**config.mk**
```make
export PLATFORM = sky130hd
export DESIGN_NAME = vpw_pulse_receiver_unit
export DESIGN_NICKNAME = d
export VERILOG_FILES = /design/src/rtl/core/vpr_pkg.sv /design/src/rtl/core/vpr_front.sv /design/src/rtl/core/vpr_queue.sv /design/src/rtl/core/vpr_back.sv /design/src/rtl/core/vpw_pulse_receiver_unit.sv
export SDC_FILE = /design/constraint.sdc
export NUM_CORES = 1
export LEC_CHECK = 0
export BUFFER_PORTS_ARGS = -buffer_cell sky130_fd_sc_hd__buf_2
export CAP_MARGIN = 5
export CORE_ASPECT_RATIO = 1.75
export CORE_MARGIN = 5
export CORE_UTILIZATION = 54
export CTS_CLUSTER_DIAMETER = 80
export DETAILED_ROUTE_END_ITERATION = 8
export PLACE_DENSITY = 0.84
export SKIP_LAST_GASP = 1
export SYNTH_ARGS = -nofsm -noshare
export SYNTH_HDL_FRONTEND = slang
export SYNTH_SLANG_ARGS = --single-unit
```
**constraint.sdc**
```tcl
create_clock -name clk -period 2.64 [get_ports clk]
set_input_delay 0.132 -clock clk [delete_from_list [all_inputs] [get_ports clk]]
set_output_delay 0.132 -clock clk [all_outputs]
set_load 0.01 [all_outputs]
```
**src/rtl/core/vpr_pkg.sv**
```systemverilog
// ----------------------------------------------------------------------------
// vpr_pkg
// Shared types and constants of the VPW pulse receiver.
// ----------------------------------------------------------------------------
package vpr_pkg;

    localparam int PULSE_W = 16;
    localparam int COUNT_W = 7;
    localparam int CFG_IDX_W = 3;

    localparam logic [7:0] BYTE_SCRAMBLE = 8'h55;

    localparam logic [CFG_IDX_W-1:0] CFG_SOF_MIN   = 3'd0;
    localparam logic [CFG_IDX_W-1:0] CFG_SHORT_MIN = 3'd1;
    localparam logic [CFG_IDX_W-1:0] CFG_LONG_MAX  = 3'd2;
    localparam logic [CFG_IDX_W-1:0] CFG_MID       = 3'd3;
    localparam logic [CFG_IDX_W-1:0] CFG_MAX_BYTES = 3'd4;

    typedef enum logic [1:0] {
        KIND_DATA   = 2'd0,
        KIND_DONE   = 2'd1,
        KIND_BUSERR = 2'd2,
        KIND_NOSOF  = 2'd3
    } kind_t;

    typedef struct packed {
        logic [PULSE_W-1:0] sof_min;
        logic [PULSE_W-1:0] short_min;
        logic [PULSE_W-1:0] long_max;
        logic [PULSE_W-1:0] mid;
    } width_cfg_t;

    // classified word handed from front to back
    typedef struct packed {
        logic timeout;
        logic sof_ok;
        logic bad_width;
        logic bit_val;
    } pulse_cls_t;

endpackage

```
**src/rtl/core/vpr_front.sv**
```systemverilog
// ----------------------------------------------------------------------------
// vpr_front
// Classifies an incoming word against the width thresholds.
// ----------------------------------------------------------------------------
module vpr_front #(
    parameter int WIDTH_BITS = 16
) (
    input  logic                         command,
    input  logic [vpr_pkg::PULSE_W-1:0]  pulse_width,
    input  vpr_pkg::width_cfg_t          cfg,
    output vpr_pkg::pulse_cls_t          cls
);

    localparam int EFF_W = (WIDTH_BITS < vpr_pkg::PULSE_W) ? WIDTH_BITS : vpr_pkg::PULSE_W;
    localparam logic [vpr_pkg::PULSE_W-1:0] WMASK =
        vpr_pkg::PULSE_W'((33'h1 << EFF_W) - 33'h1);

    logic [vpr_pkg::PULSE_W-1:0] width;

    always_comb
    begin
        width         = pulse_width & WMASK;
        cls.timeout   = command;
        cls.sof_ok    = (width >= cfg.sof_min);
        cls.bad_width = (width < cfg.short_min) || (width > cfg.long_max);
        cls.bit_val   = (width > cfg.mid);
    end

endmodule

```
**src/rtl/core/vpr_queue.sv**
```systemverilog
// ----------------------------------------------------------------------------
// vpr_queue
// Two-entry queue between the classifier and the frame decoder.
// ----------------------------------------------------------------------------
module vpr_queue (
    input  logic                 clk,
    input  logic                 rst_n,
    input  logic                 push,
    input  vpr_pkg::pulse_cls_t  push_data,
    output logic                 full,
    input  logic                 pop,
    output logic                 not_empty,
    output vpr_pkg::pulse_cls_t  head
);

    vpr_pkg::pulse_cls_t mem [2];
    logic       wr_ptr_reg, wr_ptr_next;
    logic       rd_ptr_reg, rd_ptr_next;
    logic [1:0] level_reg, level_next;

    assign full      = (level_reg == 2'd2);
    assign not_empty = (level_reg != 2'd0);
    assign head      = mem[rd_ptr_reg];

    always_comb
    begin
        wr_ptr_next = push ? ~wr_ptr_reg : wr_ptr_reg;
        rd_ptr_next = pop ? ~rd_ptr_reg : rd_ptr_reg;
        level_next  = level_reg + 2'(push) - 2'(pop);
    end

    always_ff @(posedge clk)
    begin
        if (push)
        begin
            mem[wr_ptr_reg] <= push_data;
        end
    end

    always_ff @(posedge clk or negedge rst_n)
    begin
        if (!rst_n)
        begin
            wr_ptr_reg <= 1'b0;
            rd_ptr_reg <= 1'b0;
            level_reg  <= 2'd0;
        end
        else
        begin
            wr_ptr_reg <= wr_ptr_next;
            rd_ptr_reg <= rd_ptr_next;
            level_reg  <= level_next;
        end
    end

endmodule

```
**src/rtl/core/vpr_back.sv**
```systemverilog
// ----------------------------------------------------------------------------
// vpr_back
// Frame decoder: assembles bits into bytes and registers each result word.
// ----------------------------------------------------------------------------
module vpr_back (
    input  logic                          clk,
    input  logic                          rst_n,
    input  logic                          q_valid,
    input  vpr_pkg::pulse_cls_t           q_head,
    output logic                          q_pop,
    input  logic [vpr_pkg::COUNT_W-1:0]   limit,
    output logic                          out_valid,
    input  logic                          out_ready,
    output logic [1:0]                    kind,
    output logic [7:0]                    data_byte,
    output logic [vpr_pkg::COUNT_W-1:0]   byte_count,
    output logic                          frame_end
);

    logic                        in_frame_reg, in_frame_next;
    logic [2:0]                  bit_idx_reg, bit_idx_next;
    logic [7:0]                  shift_reg, shift_next;
    logic [vpr_pkg::COUNT_W-1:0] rcv_cnt_reg, rcv_cnt_next;

    logic                        out_valid_reg, out_valid_next;
    vpr_pkg::kind_t              kind_reg, kind_next;
    logic [7:0]                  data_reg, data_next;
    logic [vpr_pkg::COUNT_W-1:0] count_reg, count_next;
    logic                        end_reg, end_next;

    logic                        emit;
    logic [7:0]                  shifted;
    logic [vpr_pkg::COUNT_W-1:0] cnt_inc;

    assign q_pop      = q_valid && (!out_valid_reg || out_ready);
    assign out_valid  = out_valid_reg;
    assign kind       = kind_reg;
    assign data_byte  = data_reg;
    assign byte_count = count_reg;
    assign frame_end  = end_reg;

    always_comb
    begin
        in_frame_next = in_frame_reg;
        bit_idx_next  = bit_idx_reg;
        shift_next    = shift_reg;
        rcv_cnt_next  = rcv_cnt_reg;
        kind_next     = kind_reg;
        data_next     = data_reg;
        count_next    = count_reg;
        end_next      = end_reg;
        emit          = 1'b0;
        shifted       = {shift_reg[6:0], q_head.bit_val};
        cnt_inc       = rcv_cnt_reg + 7'd1;

        if (q_pop)
        begin
            if (!in_frame_reg)
            begin
                if (q_head.timeout)
                begin
                    emit       = 1'b1;
                    kind_next  = vpr_pkg::KIND_NOSOF;
                    data_next  = 8'd0;
                    count_next = '0;
                    end_next   = 1'b0;
                end
                else if (q_head.sof_ok)
                begin
                    in_frame_next = 1'b1;
                    bit_idx_next  = 3'd0;
                    shift_next    = 8'd0;
                    rcv_cnt_next  = '0;
                end
            end
            else if (q_head.timeout || q_head.bad_width)
            begin
                emit          = 1'b1;
                kind_next     = q_head.timeout ? vpr_pkg::KIND_DONE : vpr_pkg::KIND_BUSERR;
                data_next     = 8'd0;
                count_next    = rcv_cnt_reg;
                end_next      = 1'b1;
                in_frame_next = 1'b0;
                bit_idx_next  = 3'd0;
                shift_next    = 8'd0;
                rcv_cnt_next  = '0;
            end
            else if (bit_idx_reg != 3'd7)
            begin
                shift_next   = shifted;
                bit_idx_next = bit_idx_reg + 3'd1;
            end
            else
            begin
                emit         = 1'b1;
                kind_next    = vpr_pkg::KIND_DATA;
                data_next    = shifted ^ vpr_pkg::BYTE_SCRAMBLE;
                count_next   = cnt_inc;
                end_next     = (cnt_inc >= limit);
                bit_idx_next = 3'd0;
                shift_next   = 8'd0;
                if (cnt_inc >= limit)
                begin
                    in_frame_next = 1'b0;
                    rcv_cnt_next  = '0;
                end
                else
                begin
                    rcv_cnt_next = cnt_inc;
                end
            end
        end

        if (emit)
        begin
            out_valid_next = 1'b1;
        end
        else if (out_ready)
        begin
            out_valid_next = 1'b0;
        end
        else
        begin
            out_valid_next = out_valid_reg;
        end
    end

    always_ff @(posedge clk)
    begin
        if (emit)
        begin
            kind_reg  <= kind_next;
            data_reg  <= data_next;
            count_reg <= count_next;
            end_reg   <= end_next;
        end
    end

    always_ff @(posedge clk or negedge rst_n)
    begin
        if (!rst_n)
        begin
            in_frame_reg  <= 1'b0;
            bit_idx_reg   <= 3'd0;
            shift_reg     <= 8'd0;
            rcv_cnt_reg   <= '0;
            out_valid_reg <= 1'b0;
        end
        else
        begin
            in_frame_reg  <= in_frame_next;
            bit_idx_reg   <= bit_idx_next;
            shift_reg     <= shift_next;
            rcv_cnt_reg   <= rcv_cnt_next;
            out_valid_reg <= out_valid_next;
        end
    end

endmodule

```
**src/rtl/core/vpw_pulse_receiver_unit.sv**
```systemverilog
// ----------------------------------------------------------------------------
// vpw_pulse_receiver_unit
// VPW frame receiver working on measured pulse widths and timeout events.
// ----------------------------------------------------------------------------
//  channel | signals                                  | dir
//  --------+------------------------------------------+-----
//  in      | in_valid/in_ready, command, pulse_width  | in
//  out     | out_valid/out_ready, kind, data_byte,    | out
//          | byte_count, frame_end                    |
//  cfg     | cfg_valid/cfg_ready, cfg_index, cfg_data | in
//
//  One word per cycle sustained while out_ready holds; an accepted word is
//  classified into the queue, then decoded into the output register.
//  The word rate is set by the decoder step on the queue head.
//  While a result waits on out_ready the two-entry queue fills up,
//  then in_ready drops until the result leaves.
//  Reset restores threshold defaults and drops any open frame.
// ----------------------------------------------------------------------------
module vpw_pulse_receiver_unit #(
    parameter int MAX_FRAME_BYTES = 64,
    parameter int WIDTH_BITS      = 16
) (
    input  logic                            clk,
    input  logic                            rst_n,
    input  logic                            in_valid,
    output logic                            in_ready,
    input  logic                            command,
    input  logic [vpr_pkg::PULSE_W-1:0]     pulse_width,
    output logic                            out_valid,
    input  logic                            out_ready,
    output logic [1:0]                      kind,
    output logic [7:0]                      data_byte,
    output logic [vpr_pkg::COUNT_W-1:0]     byte_count,
    output logic                            frame_end,
    input  logic                            cfg_valid,
    output logic                            cfg_ready,
    input  logic [vpr_pkg::CFG_IDX_W-1:0]   cfg_index,
    input  logic [vpr_pkg::PULSE_W-1:0]     cfg_data
);

    localparam logic [7:0] MAXB = 8'(MAX_FRAME_BYTES);

    vpr_pkg::width_cfg_t         cfg_reg;
    logic [vpr_pkg::COUNT_W-1:0] max_bytes_reg;
    logic [7:0]                  limit_w;
    logic [vpr_pkg::COUNT_W-1:0] limit;

    vpr_pkg::pulse_cls_t         cls;
    vpr_pkg::pulse_cls_t         q_head;
    logic                        q_full;
    logic                        q_valid;
    logic                        q_pop;
    logic                        push;

    assign cfg_ready = 1'b1;
    assign in_ready  = !q_full;
    assign push      = in_valid && !q_full;

    always_comb
    begin
        limit_w = (max_bytes_reg == '0) ? 8'd1 : {1'b0, max_bytes_reg};
        if (limit_w > MAXB)
        begin
            limit_w = MAXB;
        end
        limit = limit_w[vpr_pkg::COUNT_W-1:0];
    end

    always_ff @(posedge clk or negedge rst_n)
    begin
        if (!rst_n)
        begin
            cfg_reg.sof_min   <= 16'd163;
            cfg_reg.short_min <= 16'd34;
            cfg_reg.long_max  <= 16'd163;
            cfg_reg.mid       <= 16'd96;
            max_bytes_reg     <= 7'd12;
        end
        else if (cfg_valid)
        begin
            case (cfg_index)
                vpr_pkg::CFG_SOF_MIN:   cfg_reg.sof_min   <= cfg_data;
                vpr_pkg::CFG_SHORT_MIN: cfg_reg.short_min <= cfg_data;
                vpr_pkg::CFG_LONG_MAX:  cfg_reg.long_max  <= cfg_data;
                vpr_pkg::CFG_MID:       cfg_reg.mid       <= cfg_data;
                vpr_pkg::CFG_MAX_BYTES: max_bytes_reg     <= cfg_data[vpr_pkg::COUNT_W-1:0];
                default:                ;
            endcase
        end
    end

    vpr_front #(
        .WIDTH_BITS (WIDTH_BITS)
    ) u_front (
        .command     (command),
        .pulse_width (pulse_width),
        .cfg         (cfg_reg),
        .cls         (cls)
    );

    vpr_queue u_queue (
        .clk       (clk),
        .rst_n     (rst_n),
        .push      (push),
        .push_data (cls),
        .full      (q_full),
        .pop       (q_pop),
        .not_empty (q_valid),
        .head      (q_head)
    );

    vpr_back u_back (
        .clk        (clk),
        .rst_n      (rst_n),
        .q_valid    (q_valid),
        .q_head     (q_head),
        .q_pop      (q_pop),
        .limit      (limit),
        .out_valid  (out_valid),
        .out_ready  (out_ready),
        .kind       (kind),
        .data_byte  (data_byte),
        .byte_count (byte_count),
        .frame_end  (frame_end)
    );

    // no-SOF report never carries frame information
    a_nosof_clean: assert property (@(posedge clk) disable iff (!rst_n)
        out_valid && (kind == vpr_pkg::KIND_NOSOF) |-> !frame_end && (byte_count == '0))
        else $error("no-SOF result carries frame data");

    // timeout and bus error inside a frame always close it
    a_close_frame: assert property (@(posedge clk) disable iff (!rst_n)
        out_valid && ((kind == vpr_pkg::KIND_DONE) || (kind == vpr_pkg::KIND_BUSERR))
        |-> frame_end)
        else $error("frame end missing on close");

    // byte count never passes the frame size limit
    a_count_bound: assert property (@(posedge clk) disable iff (!rst_n)
        out_valid |-> ({1'b0, byte_count} <= MAXB))
        else $error("byte count beyond frame limit");

    // a word is pulled from the queue only when the queue holds one
    a_pop_valid: assert property (@(posedge clk) disable iff (!rst_n)
        q_pop |-> q_valid)
        else $error("pop from empty queue");

endmodule
```
==> out/results.txt <==
row count = 53
Die X = 92.87 µm
cells on worst reg2reg path = 11
worst vdd ir = 0.6335 mV
Core Region = 11940 µm²
clk slew on worst S/H paths = 0.05 ns
Seq/Total Area, Yosys = 0.4854
ANT cells = 0
Critical Path Source Type = register
Fillers = 867
dominant cells by area after synthesis = dfrtp_1 (31%), ha_1 (14%), edfxtp_1 (12%)
Synth area leader = dfrtp_1
via count of the routed design = 4977
Final Cell Area = 7786 µm²
FF+latch count, synth = 120
vias in the first global route = 5217
critical path startpoint = u_back.rcv_cnt_reg[1]
relative slew slack = 0.5376
Die Y = 155.0 µm
max reg flops = 64
min-delay worst type = in -> reg
# port buffers = 60
largest net degree at the start of global routing = 50
hold slack final = 0.02215 ns
PwrDens = 862.9 nW/µm²
Worst Path Class, Setup = reg -> reg
placed cell area = 7010 µm²
IO Pins = 62
Fin Clk Skew = 0.007864 ns
WP data required = 2.93 ns
Post-CTS Repair Setup Buffers = 0
H-Tree Depth = 4
post-synthesis mux area share = 0.05321
Crit Reg-Reg Endpoint = u_back.rcv_cnt_reg[5]
Final GP Congestion = 0.9210
clock latency on the worst-skew pair = 0.41 ns
Num CTS Buffers = 17
Synth Cell Area = 6490 µm²
Tmin final = 2.525 ns
clk root buf = clkbuf_16
top-area cell type share of the netlist area = 0.3085
Clock Sinks = 120
Final Setup Violations = 0
number of synthesized flops with an enable pin = 26
Area Growth Syn to Fin = 19.97%
DP HPWL = 10.65 mm
fmax = 0.3961 GHz
outcome = complete, no violations
total overflow reported by the global router = 0
reported max-cap violation count = 0
largest family of logic cells by synthesized area = adder cells
gr usage total = 0.2197
DRT Pass-1 Iters = 5
post-route ant nets = 0
CTS tree = built
endpoints failing hold = 0
initial core utilization = 0.5437
Vias/cell = 5.780
Final Cycle Share = 0.9564
Longest Clk Path Bufs = 2
Max Transition Viols Final = 0
Pleak = 3.654 nW
main flop type after synthesis = dfrtp_1
Worst R2R Start = u_back.rcv_cnt_reg[1]
synth unique cells = 48
number of DRC markers in iteration 0 = 172
Post-Synth XOR/XNOR Area = 0.01754
CP max FO = 7
CP arrival = 2.82 ns
Crit. End Element = register
Yosys warning total = 0
first-pass GRT wire length = 24.62 mm
die area = 14400 µm²
adder-cell share of the synthesized area = 0.1446
Least-Margin Pin Slew = 0.6910 ns
crit path capture = u_back.rcv_cnt_reg[5]
Routed wire per std cell = 17.15 µm
DRC Markers = 0
mean post-synth cell area = 10.43 µm²
share of cells above drive strength 1 = 0.2307
DRT Wirelength = 14.76 mm
complex-gate fraction of the synthesized area = 0.1280
syn nets = 738
Synth async-reset ratio = 0.7833
R2R Setup Slk = 0.12 ns
initial antenna violation count = 1
Post-layout nets = 827
simple-gate share of the synthesized area = 0.1172
Synth Instances = 622
## through the flow
step	util	TNS, ns	power (mW)	cells	setup slack (ns)
finish	0.6523	0	6.719	861	0.1152
global route	0.6523	-0.06261	7.106	861	-0.03034
CTS	0.6484	0	6.749	861	0.01003
detailed placement	0.5873	-0.5993	4.479	815	-0.1576
global placement	0.5873	-0.1000	4.355	815	-0.03832
floorplan	-	0	3.861	622	0.02767
## kinds of logic (layout without fill, tap and decap cells)
family	count (synthesis)	in the layout
DFF	120	120
adders and majority gates	75	75
AOI/OAI and AO/OA	132	132
xor gates and xnor gates	13	13
other	1	1
muxes	31	31
buffers and inverters	89	191
and+or+nand+nor	161	161
## cell usage after synthesis, drive strengths merged, types with 10 or more instances
cell type	n
ha	75
clkbuf	16
nor2	18
edfxtp	26
xnor2	11
dfstp	14
nand2	82
nand4	10
a21oi	22
dfrtp	80
o21ai	66
inv	70
nand3	13
mux2	28
## critical path, cell delays in order (launching register included)
cell,delay [ns]
dfrtp_1,0.40
ha_2,0.21
nor2b_2,0.16
or2_4,0.24
ha_4,0.22
a21o_1,0.19
a31oi_1,0.19
o21ai_2,0.12
a2111oi_4,0.28
buf_4,0.20
nand3_1,0.09
o311ai_0,0.11
## how the worst min path moves through the flow
stage,from,to,slack [ns],cells after the start
final,cfg_data[3],cfg_reg[19],0.02,3
after global placement,rst_n,cfg_reg[22],0.17,1
after floorplan,rst_n,cfg_reg[0],-0.16,0
after CTS,cfg_data[3],cfg_reg[19],0.01,3
after global routing,cfg_data[6],cfg_reg[22],0.02,3
after detailed placement,rst_n,cfg_reg[7],0.19,1
## report_power, final
group	internal [mW]	switching (mW)
Combinational	0.744	1.07
Clock	1.35	0.859
Sequential	2.46	0.231
Total	4.56	2.16
## area by class of cell
class,instances,area (µm²),area share
repair buffers,89,571.8,0.07344
flip-flops and latches,120,3151,0.4046
clock inverters,14,122.6,0.01575
well taps,137,171.4,0.02202
clock buffers,18,450.4,0.05785
inverters,70,262.8,0.03375
multi-input cells,413,3057,0.3926
## layout by cell type (no fill, tap or decap), types with 14 or more instances in the layout
cell / synthesis / final
clkbuf_16: 0 / 18
nand2_1: 81 / 81
buf_4: 1 / 14
o21ai_0: 65 / 64
dfstp_2: 14 / 14
dlygate4sd3_1: 0 / 14
a21oi_1: 22 / 20
edfxtp_1: 26 / 26
nor2_1: 18 / 18
mux2_2: 28 / 28
inv_1: 70 / 70
buf_2: 1 / 59
ha_1: 75 / 73
dfrtp_1: 80 / 80
## routing by layer
layer / GRT usage / wire length, µm
met5: 0 / 18
met4: 0.1321 / 779
met3: 0.05322 / 825
met2: 0.3929 / 7948
met1: 0.2279 / 5192
## what timing repair did
item,in CTS,in global routing
pin swaps,1,9
endpoints found under the hold margin,72,0
cloned,0,0
endpoints found under the setup margin,7,7
resized for setup,3,11
hold buffers,14,0
No activity file was read; power rests on OpenSTA's default activity.
